--- config.mk ---
export PLATFORM = sky130hd
export DESIGN_NAME = threaded_code_stack_executor
export DESIGN_NICKNAME = d
export VERILOG_FILES = /design/src/design/tcse_pkg.sv /design/src/design/threaded_code_stack_executor.sv /design/src/design/tcse_ram.sv /design/src/design/tcse_front.sv /design/src/design/tcse_queue.sv /design/src/design/tcse_back.sv
export SDC_FILE = /design/constraint.sdc
export NUM_CORES = 2
export LEC_CHECK = 0
export BUFFER_PORTS_ARGS = -buffer_cell sky130_fd_sc_hd__buf_2
export CORE_MARGIN = 1.5
export CORE_UTILIZATION = 55
export CTS_CLUSTER_SIZE = 24
export DETAILED_ROUTE_END_ITERATION = 8
export PLACE_DENSITY_LB_ADDON = 0.05
export SYNTH_ARGS = -nofsm -noshare
export SYNTH_HDL_FRONTEND = slang
export SYNTH_SLANG_ARGS = --single-unit
--- constraint.sdc ---
create_clock -name clk -period 10.7 [get_ports clk]
set_input_delay 1.605 -clock clk [delete_from_list [all_inputs] [get_ports clk]]
set_output_delay 1.605 -clock clk [all_outputs]
set_load 0.05 [all_outputs]
--- src/design/tcse_pkg.sv ---
`timescale 1ns / 1ps
`default_nettype none

package tcse_pkg;

	localparam logic [31:0] ERR_VALUE = 32'h8000_0001;

	localparam int QUEUE_DEPTH = 4;
	localparam int QUEUE_AW    = 2;
	localparam int QUEUE_CW    = 3;

	localparam int IN_DATA_W  = 72;
	localparam int OUT_DATA_W = 72;

	// code word tags, low two bits
	localparam logic [1:0] TAG_CALL = 2'b00;
	localparam logic [1:0] TAG_ADDR = 2'b01;
	localparam logic [1:0] TAG_INT  = 2'b10;
	localparam logic [1:0] TAG_CODE = 2'b11;

	// codes in bits 4:2 of a tag-11 word
	localparam logic [2:0] CODE_PUSHINT = 3'd0;
	localparam logic [2:0] CODE_IF      = 3'd1;
	localparam logic [2:0] CODE_ELSE    = 3'd2;
	localparam logic [2:0] CODE_DONE    = 3'd3;

	typedef enum logic [2:0] {
		ACT_EXEC   = 3'd0,
		ACT_PUSH   = 3'd1,
		ACT_POP    = 3'd2,
		ACT_PEEK   = 3'd3,
		ACT_SETTOP = 3'd4
	} action_t;

	typedef enum logic [1:0] {
		ERR_NONE      = 2'd0,
		ERR_OVERFLOW  = 2'd1,
		ERR_UNDERFLOW = 2'd2,
		ERR_RANGE     = 2'd3
	} err_t;

	// classified operation, decided by the front end
	typedef enum logic [3:0] {
		K_CALL  = 4'd0,
		K_PUSHW = 4'd1,
		K_LIT   = 4'd2,
		K_IF    = 4'd3,
		K_ELSE  = 4'd4,
		K_DONE  = 4'd5,
		K_NOP   = 4'd6,
		K_HPUSH = 4'd7,
		K_HPOP  = 4'd8,
		K_HPEEK = 4'd9,
		K_HSET  = 4'd10,
		K_HNONE = 4'd11
	} kind_t;

	typedef struct packed {
		kind_t       kind;
		logic        exec;
		logic [31:0] word;
		logic [31:0] data;
		logic [4:0]  peek_index;
		logic [26:0] skip_n;
	} item_t;

	typedef struct packed {
		logic empty;
		logic full;
	} q_status_t;

endpackage

`default_nettype wire

--- src/design/threaded_code_stack_executor.sv ---
`timescale 1ns / 1ps
`default_nettype none

// channel   dir  tdata                                   tuser
// s_axis    in   code_word, operand_value, peek_index    action
// m_axis    out  read_value, stack_depth, error_code,    call_request, program_done,
//                call_word                               word_skipped
//
// one item per cycle sustained while m_axis takes results; m_axis_tvalid for an item
// rises after its input transfer passes queue write, execute with stack memory access
// and output register; an IF's zero test is taken from the stack memory read register in
// the cycle after the IF, in time for the next code word, so branches add no bubble
// reset clears depth, skip count and literal mark; stack memory is not cleared, no sweep
// s_axis_tready drops only when the four-entry queue is full; m_axis stalls back up
// the execute stage, never the input side until the queue fills

module threaded_code_stack_executor #(
	parameter int STACK_DEPTH = 32
) (
	input  wire logic                             clk,
	input  wire logic                             arst_n,
	input  wire logic                             s_axis_tvalid,
	output logic                                  s_axis_tready,
	// [31:0] code_word, [63:32] operand_value, [68:64] peek_index, [71:69] zero
	input  wire logic [tcse_pkg::IN_DATA_W-1:0]   s_axis_tdata,
	// [2:0] action
	input  wire logic [2:0]                       s_axis_tuser,
	output logic                                  m_axis_tvalid,
	input  wire logic                             m_axis_tready,
	// [31:0] read_value, [37:32] stack_depth, [39:38] error_code, [71:40] call_word
	output logic [tcse_pkg::OUT_DATA_W-1:0]       m_axis_tdata,
	// [0] call_request, [1] program_done, [2] word_skipped
	output logic [2:0]                            m_axis_tuser
);

	// front end to queue
	logic                q_push;
	tcse_pkg::item_t     q_item;
	// queue to back end
	tcse_pkg::item_t     q_head;
	tcse_pkg::q_status_t q_stat;
	logic                q_pop;
	// current stack depth, full width
	logic [$clog2(STACK_DEPTH+1)-1:0] depth_cnt;

	// decode action, tag and code into an operation kind
	tcse_front u_front (
		.s_axis_tvalid(s_axis_tvalid),
		.s_axis_tready(s_axis_tready),
		.s_axis_tdata (s_axis_tdata),
		.s_axis_tuser (s_axis_tuser),
		.q_stat       (q_stat),
		.push         (q_push),
		.item         (q_item)
	);

	// short queue decoupling intake from execution
	tcse_queue u_queue (
		.clk    (clk),
		.arst_n (arst_n),
		.push   (q_push),
		.item_in(q_item),
		.pop    (q_pop),
		.head   (q_head),
		.stat   (q_stat)
	);

	// stack state, skip and literal tracking, stack memory and result register
	tcse_back #(
		.STACK_DEPTH(STACK_DEPTH)
	) u_back (
		.clk          (clk),
		.arst_n       (arst_n),
		.head         (q_head),
		.q_stat       (q_stat),
		.pop          (q_pop),
		.depth_cnt    (depth_cnt),
		.m_axis_tvalid(m_axis_tvalid),
		.m_axis_tready(m_axis_tready),
		.m_axis_tdata (m_axis_tdata),
		.m_axis_tuser (m_axis_tuser)
	);

`ifndef SYNTHESIS
	// queue is never written while full
	assert property (@(posedge clk) disable iff (!arst_n) q_push |-> !q_stat.full)
		else $error("queue written while full");

	// queue is never read while empty
	assert property (@(posedge clk) disable iff (!arst_n) q_pop |-> !q_stat.empty)
		else $error("queue read while empty");

	// stack depth stays within the memory
	assert property (@(posedge clk) disable iff (!arst_n) depth_cnt <= STACK_DEPTH)
		else $error("stack depth beyond capacity");

	// call, done and skip are exclusive outcomes of one item
	assert property (@(posedge clk) disable iff (!arst_n)
		m_axis_tvalid |-> $onehot0(m_axis_tuser))
		else $error("more than one outcome flag set");

	// a skipped word reports no error
	assert property (@(posedge clk) disable iff (!arst_n)
		(m_axis_tvalid && m_axis_tuser[2]) |-> (m_axis_tdata[39:38] == tcse_pkg::ERR_NONE))
		else $error("skipped word carries an error");
`endif

endmodule

`default_nettype wire

--- src/design/tcse_ram.sv ---
`timescale 1ns / 1ps
`default_nettype none

module tcse_ram #(
	parameter int WIDTH = 32,
	parameter int DEPTH = 32
) (
	input  wire logic                     clk,
	input  wire logic                     we,
	input  wire logic [$clog2(DEPTH)-1:0] waddr,
	input  wire logic [WIDTH-1:0]         wdata,
	input  wire logic                     re,
	input  wire logic [$clog2(DEPTH)-1:0] raddr,
	output logic      [WIDTH-1:0]         rdata
);

	logic [WIDTH-1:0] mem_q [DEPTH];
	logic [WIDTH-1:0] rdata_q;

	always_ff @(posedge clk) begin
		if (we) begin
			mem_q[waddr] <= wdata;
		end
		if (re) begin
			rdata_q <= mem_q[raddr];
		end
	end

	assign rdata = rdata_q;

endmodule

`default_nettype wire

--- src/design/tcse_front.sv ---
`timescale 1ns / 1ps
`default_nettype none

module tcse_front (
	input  wire logic                               s_axis_tvalid,
	output logic                                    s_axis_tready,
	input  wire logic [tcse_pkg::IN_DATA_W-1:0]     s_axis_tdata,
	input  wire logic [2:0]                         s_axis_tuser,
	input  wire tcse_pkg::q_status_t                q_stat,
	output logic                                    push,
	output tcse_pkg::item_t                         item
);

	logic [31:0]       word;
	tcse_pkg::action_t act;

	assign word          = s_axis_tdata[31:0];
	assign act           = tcse_pkg::action_t'(s_axis_tuser);
	assign s_axis_tready = !q_stat.full;
	assign push          = s_axis_tvalid && !q_stat.full;

	always_comb begin
		item.kind       = tcse_pkg::K_HNONE;
		item.exec       = 1'b0;
		item.word       = word;
		item.data       = s_axis_tdata[63:32];
		item.peek_index = s_axis_tdata[68:64];
		item.skip_n     = word[31:5];
		case (act)
			tcse_pkg::ACT_EXEC: begin
				item.exec = 1'b1;
				case (word[1:0])
					tcse_pkg::TAG_CALL: item.kind = tcse_pkg::K_CALL;
					tcse_pkg::TAG_ADDR: begin
						item.kind = tcse_pkg::K_PUSHW;
						item.data = {word[31:2], 2'b00};
					end
					tcse_pkg::TAG_INT: begin
						item.kind = tcse_pkg::K_PUSHW;
						item.data = {{2{word[31]}}, word[31:2]};
					end
					default: begin
						case (word[4:2])
							tcse_pkg::CODE_PUSHINT: item.kind = tcse_pkg::K_LIT;
							tcse_pkg::CODE_IF:      item.kind = tcse_pkg::K_IF;
							tcse_pkg::CODE_ELSE:    item.kind = tcse_pkg::K_ELSE;
							tcse_pkg::CODE_DONE:    item.kind = tcse_pkg::K_DONE;
							default:                item.kind = tcse_pkg::K_NOP;
						endcase
					end
				endcase
			end
			tcse_pkg::ACT_PUSH:   item.kind = tcse_pkg::K_HPUSH;
			tcse_pkg::ACT_POP:    item.kind = tcse_pkg::K_HPOP;
			tcse_pkg::ACT_PEEK:   item.kind = tcse_pkg::K_HPEEK;
			tcse_pkg::ACT_SETTOP: item.kind = tcse_pkg::K_HSET;
			default:              item.kind = tcse_pkg::K_HNONE;
		endcase
	end

endmodule

`default_nettype wire

--- src/design/tcse_queue.sv ---
`timescale 1ns / 1ps
`default_nettype none

module tcse_queue (
	input  wire logic            clk,
	input  wire logic            arst_n,
	input  wire logic            push,
	input  wire tcse_pkg::item_t item_in,
	input  wire logic            pop,
	output tcse_pkg::item_t      head,
	output tcse_pkg::q_status_t  stat
);

	tcse_pkg::item_t                 mem_q [tcse_pkg::QUEUE_DEPTH];
	logic [tcse_pkg::QUEUE_AW-1:0]   wr_q;
	logic [tcse_pkg::QUEUE_AW-1:0]   rd_q;
	logic [tcse_pkg::QUEUE_CW-1:0]   cnt_q;

	assign head       = mem_q[rd_q];
	assign stat.empty = (cnt_q == '0);
	assign stat.full  = (cnt_q == tcse_pkg::QUEUE_CW'(tcse_pkg::QUEUE_DEPTH));

	always_ff @(posedge clk or negedge arst_n) begin
		if (!arst_n) begin
			wr_q  <= '0;
			rd_q  <= '0;
			cnt_q <= '0;
		end else begin
			if (push) begin
				wr_q <= wr_q + tcse_pkg::QUEUE_AW'(1);
			end
			if (pop) begin
				rd_q <= rd_q + tcse_pkg::QUEUE_AW'(1);
			end
			if (push && !pop) begin
				cnt_q <= cnt_q + tcse_pkg::QUEUE_CW'(1);
			end else if (pop && !push) begin
				cnt_q <= cnt_q - tcse_pkg::QUEUE_CW'(1);
			end
		end
	end

	always_ff @(posedge clk) begin
		if (push) begin
			mem_q[wr_q] <= item_in;
		end
	end

endmodule

`default_nettype wire

--- src/design/tcse_back.sv ---
`timescale 1ns / 1ps
`default_nettype none

module tcse_back #(
	parameter int STACK_DEPTH = 32
) (
	input  wire logic                                 clk,
	input  wire logic                                 arst_n,
	input  wire tcse_pkg::item_t                      head,
	input  wire tcse_pkg::q_status_t                  q_stat,
	output logic                                      pop,
	output logic [$clog2(STACK_DEPTH+1)-1:0]          depth_cnt,
	output logic                                      m_axis_tvalid,
	input  wire logic                                 m_axis_tready,
	output logic [tcse_pkg::OUT_DATA_W-1:0]           m_axis_tdata,
	output logic [2:0]                                m_axis_tuser
);

	localparam int CW = $clog2(STACK_DEPTH + 1);
	localparam int AW = $clog2(STACK_DEPTH);

	typedef struct packed {
		logic [31:0]    read_value;
		logic           use_ram;
		logic [5:0]     depth;
		tcse_pkg::err_t err;
		logic [31:0]    call_word;
		logic           call_req;
		logic           done;
		logic           skipped;
	} res_t;

	logic [CW-1:0]    count_q;
	logic [26:0]      skip_q;
	logic             lit_q;
	logic             if_live_q;
	logic [26:0]      if_n_q;
	logic             valid_s1;
	res_t             res_s1;
	logic             m_tvalid_q;
	logic [tcse_pkg::OUT_DATA_W-1:0] m_tdata_q;
	logic [2:0]       m_tuser_q;

	logic             fire;
	logic             s1_ready;
	logic             out_ready;
	logic             full;
	logic             empty;
	logic [CW-1:0]    cm1;
	logic             peek_ok;
	logic [CW+4:0]    peek_diff;
	logic [26:0]      skip_eff;
	logic [26:0]      skip_nx;
	logic [CW-1:0]    count_nx;
	logic             lit_nx;
	logic             if_arm;
	logic             push_req;
	logic [31:0]      push_val;
	logic             pop_req;
	logic             ram_we;
	logic [AW-1:0]    ram_waddr;
	logic [31:0]      ram_wdata;
	logic [AW-1:0]    ram_raddr;
	logic [31:0]      ram_rdata;
	logic [31:0]      rv_out;
	res_t             res;

	assign out_ready = !m_tvalid_q || m_axis_tready;
	assign s1_ready  = !valid_s1 || out_ready;
	assign fire      = !q_stat.empty && s1_ready;
	assign pop       = fire;
	assign depth_cnt = count_q;

	assign full      = (count_q == CW'(STACK_DEPTH));
	assign empty     = (count_q == '0);
	assign cm1       = count_q - CW'(1);
	assign peek_ok   = {5'b0, count_q} > {{CW{1'b0}}, head.peek_index};
	assign peek_diff = {5'b0, cm1} - {{CW{1'b0}}, head.peek_index};

	// an IF popped last cycle: its value is in the read register now
	assign skip_eff = if_live_q ? ((ram_rdata == '0) ? if_n_q : '0) : skip_q;

	always_comb begin
		push_req  = 1'b0;
		push_val  = head.data;
		pop_req   = 1'b0;
		if_arm    = 1'b0;
		count_nx  = count_q;
		skip_nx   = skip_eff;
		lit_nx    = lit_q;
		ram_we    = 1'b0;
		ram_waddr = count_q[AW-1:0];
		ram_wdata = head.data;
		ram_raddr = cm1[AW-1:0];
		res       = '0;
		if (head.exec) begin
			if (lit_q) begin
				lit_nx   = 1'b0;
				push_req = 1'b1;
				push_val = head.word;
			end else if (skip_eff != '0) begin
				skip_nx     = skip_eff - 27'd1;
				res.skipped = 1'b1;
			end else begin
				case (head.kind)
					tcse_pkg::K_CALL: begin
						res.call_req  = 1'b1;
						res.call_word = head.word;
					end
					tcse_pkg::K_PUSHW: push_req = 1'b1;
					tcse_pkg::K_LIT:   lit_nx = 1'b1;
					tcse_pkg::K_IF: begin
						pop_req = 1'b1;
						if_arm  = !empty;
					end
					tcse_pkg::K_ELSE:  skip_nx = head.skip_n;
					tcse_pkg::K_DONE:  res.done = 1'b1;
					default: ;
				endcase
			end
		end else begin
			case (head.kind)
				tcse_pkg::K_HPUSH: push_req = 1'b1;
				tcse_pkg::K_HPOP:  pop_req = 1'b1;
				tcse_pkg::K_HPEEK: begin
					if (peek_ok) begin
						ram_raddr   = peek_diff[AW-1:0];
						res.use_ram = 1'b1;
					end else begin
						res.read_value = tcse_pkg::ERR_VALUE;
						res.err        = tcse_pkg::ERR_RANGE;
					end
				end
				tcse_pkg::K_HSET: begin
					if (empty) begin
						res.err = tcse_pkg::ERR_UNDERFLOW;
					end else begin
						ram_we    = 1'b1;
						ram_waddr = cm1[AW-1:0];
						ram_wdata = head.data;
					end
				end
				default: ;
			endcase
		end
		if (push_req) begin
			if (full) begin
				res.err = tcse_pkg::ERR_OVERFLOW;
			end else begin
				ram_we    = 1'b1;
				ram_waddr = count_q[AW-1:0];
				ram_wdata = push_val;
				count_nx  = count_q + CW'(1);
			end
		end
		if (pop_req) begin
			if (empty) begin
				res.err        = tcse_pkg::ERR_UNDERFLOW;
				res.read_value = tcse_pkg::ERR_VALUE;
			end else begin
				count_nx    = cm1;
				ram_raddr   = cm1[AW-1:0];
				res.use_ram = 1'b1;
			end
		end
		res.depth = 6'(count_nx);
	end

	tcse_ram #(
		.WIDTH(32),
		.DEPTH(STACK_DEPTH)
	) u_stack (
		.clk  (clk),
		.we   (ram_we && fire),
		.waddr(ram_waddr),
		.wdata(ram_wdata),
		.re   (fire),
		.raddr(ram_raddr),
		.rdata(ram_rdata)
	);

	assign rv_out = res_s1.use_ram ? ram_rdata : res_s1.read_value;

	always_ff @(posedge clk or negedge arst_n) begin
		if (!arst_n) begin
			count_q    <= '0;
			skip_q     <= '0;
			lit_q      <= 1'b0;
			if_live_q  <= 1'b0;
			valid_s1   <= 1'b0;
			m_tvalid_q <= 1'b0;
		end else begin
			if (fire) begin
				count_q <= count_nx;
				lit_q   <= lit_nx;
			end
			skip_q    <= fire ? skip_nx : skip_eff;
			if_live_q <= fire && if_arm;
			if (s1_ready) begin
				valid_s1 <= fire;
			end
			if (out_ready) begin
				m_tvalid_q <= valid_s1;
			end
		end
	end

	always_ff @(posedge clk) begin
		if (fire) begin
			res_s1 <= res;
		end
		if (fire && if_arm) begin
			if_n_q <= head.skip_n;
		end
		if (valid_s1 && out_ready) begin
			m_tdata_q <= {res_s1.call_word, res_s1.err, res_s1.depth, rv_out};
			m_tuser_q <= {res_s1.skipped, res_s1.done, res_s1.call_req};
		end
	end

	assign m_axis_tvalid = m_tvalid_q;
	assign m_axis_tdata  = m_tdata_q;
	assign m_axis_tuser  = m_tuser_q;

endmodule

`default_nettype wire

==> impl_summary.md <==
Critical path
The data arrival time of the critical path is 7.11 ns. Among all stages on the critical path, the largest delay is contributed by dfrtp_4. The setup check on the worst reg-to-reg path leaves a slack of ~4.0 ns. Data on the critical path is required at its endpoint by roughly 11 ns.

The end of the worst register-to-register path is u_back.u_stack.rdata[4]. The largest single stage delay on the critical path is 1.00 ns. In this run the worst path has a maximum fanout of 56. STA classifies the critical path startpoint as a register. Walking the worst path, the cells encountered are mux4_2 > inv_1 > ha_1 > nor2b_1 > o21bai_1 > a311oi_2 > nand3_4 > buf_4 > buf_4 > a32oi_1 > a32oi_1 > o22ai_1 > nor4_1. The count of cells along the worst register-to-register path is 13. In this run the critical register-to-register path is launched from u_queue.rd_q[0].

The type of the worst setup path is reg2reg. The kind of end point of the critical path is a register.

Timing
The number of max-slew violations in the final report is 0. The smallest clock period supported by the final layout is computed as between 6 and 7 ns. The actual transition at the worst max-transition pin is 1.02 ns. The final setup skew is around 0.023 ns. Setup repair after global routing left no endpoint under its margin. The number of setup violations in the final report is 0.

The upper clock frequency limit is 150 MHz. The post-route fraction of the period consumed by the critical path is 0.624. The number of hold violations in the final report is 0. The tightest slew margin relative to the limit is 0.311.

Summed over all failing endpoints, the final setup total negative slack is 0 ns.

Final layout
The multi-input combinational cells in the finished layout cover a total of 16,100 um2. The storage element area is 46,100 um2. The library cells used most frequently in the layout, excluding fill and tap cells, are edfxtp_1 (1,499), o21ai_0 (519), a32oi_1 (516).

The number of fill cells is approximately 8,600. The total non-filler cell area in the finished layout is 70,700 um2. The layout-stage area growth over the synthesis result is 11.1%. The fraction of layout cells with a size suffix above 1 is 0.151. Leaving out fill and tap cells, the most frequent cell in the layout is edfxtp_1. The final net count is 4,340.

Routing
In the detailed route, the total length drawn on met3 is approximately 17 mm. For this run, design rule violations remaining after detail routing come to 0. The post-detailed-routing wire length is approximately 180 mm.

The post-route antenna net violation count is 0. The via count normalized by instance count is roughly 7.0. The final route contains a little over 40,000 vias. The violation count after the first detailed-routing iteration is 5,387. Dividing the detail-routed wire length by the instance count gives 31.3 um. The iteration count of the initial detailed-routing pass is 8.

The detailed router used layers up to and including met5. The routed length on met2 is roughly 86 mm. After detailed routing, the wire length on met1 is approximately 75 mm.

Worst hold path
Counting instances, the worst hold path has a depth of 0. The worst hold path terminates at u_back.m_axis_tdata[53]. The worst min-delay path category is reg2reg.

In this run the most critical hold path is launched from u_back.res_s1[16].

Floorplan
In this run the core area contains 124 standard-cell rows. The starting density of the core is 0.556. The core region is 115,000 um2. Measured along the y axis, the die boundary spans about 340 um.

The floorplan step defined a die boundary enclosing 118,000 um2. The horizontal extent of the die is around 340 um. During I/O placement, the number of pins put on the boundary was 156.

Pwr
The relative contribution of the clock network to total power is 0.232. For this design the total switching power over the nets is 9000 uW. Of the total power, combinational logic draws 0.391. The sequential share of power is 0.377. The leakage power of the design is ~0.022 uW. The peak ir drop on the vdd network is about 0.00031 V. The overall power of the completed layout is ~23,000 uW. The internal power of the cells totals about 14,000 uW. The net switching share of the total power is 0.395.

In this run the power density over the cells is 322 nW/um2.

Clocking
The number of buffers added to fix hold violations after cts is 0. TritonCTS built the clock tree. The clock net in this run drives a total of 1,543 sinks. The number of resized instances in the post-cts repair step is 0.

Clock latency on the worst-skew pair, taken at its later pin, is between 0.7 and 0.8 ns. The longest clock path from root to sink contains 3 buffers. The buffer type at the clock tree root is clkbuf_16. Buffers inserted during clock tree synthesis total around 160. After clock tree synthesis, the clock-pin slew on the worst setup and hold paths is ~0.060 ns.

The H-tree was split into 4 levels. Once the clock tree was built, the setup fixing pass inserted 0 buffers.

Logic synthesis
The number of enable flip-flop cells after synthesis is approximately 1,500. Ranked by total cell area, the synthesized netlist is headed by edfxtp_1 (71%), a32oi_1 (7.1%), o21ai_0 (4.1%). The share of synthesized area in the top cell type comes to 0.707. The most used flip-flop cell after synthesis is edfxtp_1.

The mapped netlist covers around 64,000 um2. When the netlist entered floorplanning its net count stood at 4,346. For this run, the number of Yosys warnings is 0.

The fraction of registers with async set or reset after synthesis is 0.0285. The number of cells produced by synthesis is 4,244. The mean post-synth cell area is between 10 and 15 um2.

In this run, synthesis produced a sequential element count of ~1,500. The count of distinct cell types in the synthesized netlist is between 70 and 80. Of the synthesized area, sequential elements account for 0.724.

Of all cell types, the one taking the most synthesized area is edfxtp_1.

Flow run
The reported max-cap violation count is 0.

GRT
Global routing finished with a remaining overflow of 0. Entering global routing, the biggest net connects approximately 190 pins. The total routing resource utilization after global routing is 0.310. The global-route wire length before repair is around 270 mm. The via count of the first global-routing pass was between 30,000 and 40,000.

The initial antenna violation count was 5.

Placed design
In this run the cell area measured after placement is roughly 66,000 um2. Once detailed placement completed, the half-perimeter wirelength came to between 90 and 100 mm. During placement, the flow inserted port buffers numbering between 150 and 200. The weighted congestion at the end of routability-driven global placement is 0.851.

Outcome
The flow ran to the end, and the final reports show no timing, DRC or antenna violations.
[cells in the mapped netlist, types with 5 or more instances]
master and n:
ha_1 21, clkbuf_1 296, buf_2 82, mux2_2 35
and3_1 12, xor2_1 5, a21o_1 7, o31ai_1 8
o32ai_1 7, a31oi_1 10, inv_1 27, buf_4 6
and2_1 70, dfrtp_1 44, o22ai_1 142, nand3_1 284
xnor2_1 12, nand4_1 6, nor4_1 34, nor3b_1 7
o21a_1 12, a22oi_1 43, nand2b_1 9, buf_1 23
or2_2 7, nand2_1 83, o21ai_1 31, o21ai_0 519
nor3_1 22, nor2_1 112, a32oi_1 516, nor4_2 10
mux4_2 74, or3_1 7, a21oi_1 72, o2bb2ai_1 9
nor2b_1 11, edfxtp_1 1499, o211ai_1 6
[cell type report]
cell class                 count  area share
tap                         1512      0.0267
clock buffer                 189      0.0578
sequential                  1543       0.652
timing repair buffer         244      0.0219
clock inverter                97      0.0117
multi-input combinational   2262       0.228
inverter                      30     0.00163
antenna                        1   0.0000354
[routing by layer]
layer  vias up  GRT usage
met2      2246      0.484
li1      17500          -
met4         2      0.106
met3       333     0.0519
met5         -          0
met1     21200      0.445
[flip-flops by register name, indices dropped and copies added, names as in the netlist, 2 cells and up]
register,flops
u_queue.rd_q,2
u_back.skip_q,27
u_back.depth_cnt,6
u_back.m_axis_tuser,3
u_queue.wr_q,2
u_queue.mem_q,296
u_queue.cnt_q,3
u_back.res_s1,45
u_back.m_axis_tdata,72
u_back.if_n_q,27
u_back.u_stack.mem_q,1024
u_back.u_stack.rdata,32
[critical path: cells and delay by family (launching register included)]
family	cells	cell delay, ns
mux	1	0.66
compound gates	5	0.96
fa+ha+maj	1	0.25
flops	1	1.00
simple gates	3	1.69
buf+inv	3	1.64
[metrics by stage]
| step | setup slack [ns] | std cells | hold slack [ns] | util |
|---|---|---|---|---|
| 2_1_floorplan | 3.54 | 4244 | 0.400 | - |
| 3_3_place_gp | 4.16 | 5591 | 0.403 | 0.575 |
| 3_5_place_dp | 4.20 | 5591 | 0.405 | 0.575 |
| 4_1_cts | 4.18 | 5877 | 0.414 | 0.618 |
| 5_1_grt | 3.79 | 5877 | 0.420 | 0.618 |
| 6_report | 4.02 | 5878 | 0.417 | 0.618 |
[cells by family after synthesis]
| family | Yosys count | synth area share |
|---|---|---|
| AOI/OAI and AO/OA | 1420 | 0.152 |
| xor gates and xnor gates | 17 | 0.00234 |
| adders and majority gates | 23 | 0.00476 |
| buffers and inverters | 439 | 0.0281 |
| DFF | 1543 | 0.724 |
| muxes | 112 | 0.0328 |
| and+or+nand+nor | 690 | 0.0559 |
[power by group through the flow]
stage | Combinational, uW | Clock, uW | Sequential, uW
2_1_floorplan | 5590 | 0 | 8840
3_3_place_gp | 8680 | 0 | 8700
3_5_place_dp | 8730 | 0 | 8720
4_1_cts | 8760 | 5340 | 8600
5_1_grt | 9430 | 5560 | 8650
6_report | 8920 | 5290 | 8600
[worst max-delay path by stage]
stage                          startpoint                           to  slack (ns)  cells past startpoint
after global placement    u_queue.rd_q[0]      u_back.u_stack.rdata[7]        4.16                     13
after global routing      u_queue.rd_q[0]      u_back.u_stack.rdata[7]        3.79                     12
after detailed placement  u_queue.rd_q[0]      u_back.u_stack.rdata[4]        4.20                     13
final                     u_queue.rd_q[0]      u_back.u_stack.rdata[4]        4.02                     13
after CTS                 u_queue.rd_q[0]      u_back.u_stack.rdata[4]        4.18                     13
after floorplan             m_axis_tready  u_back.u_stack.mem_q[14][0]        3.54                      7
Power figures use the tool's default switching activity.
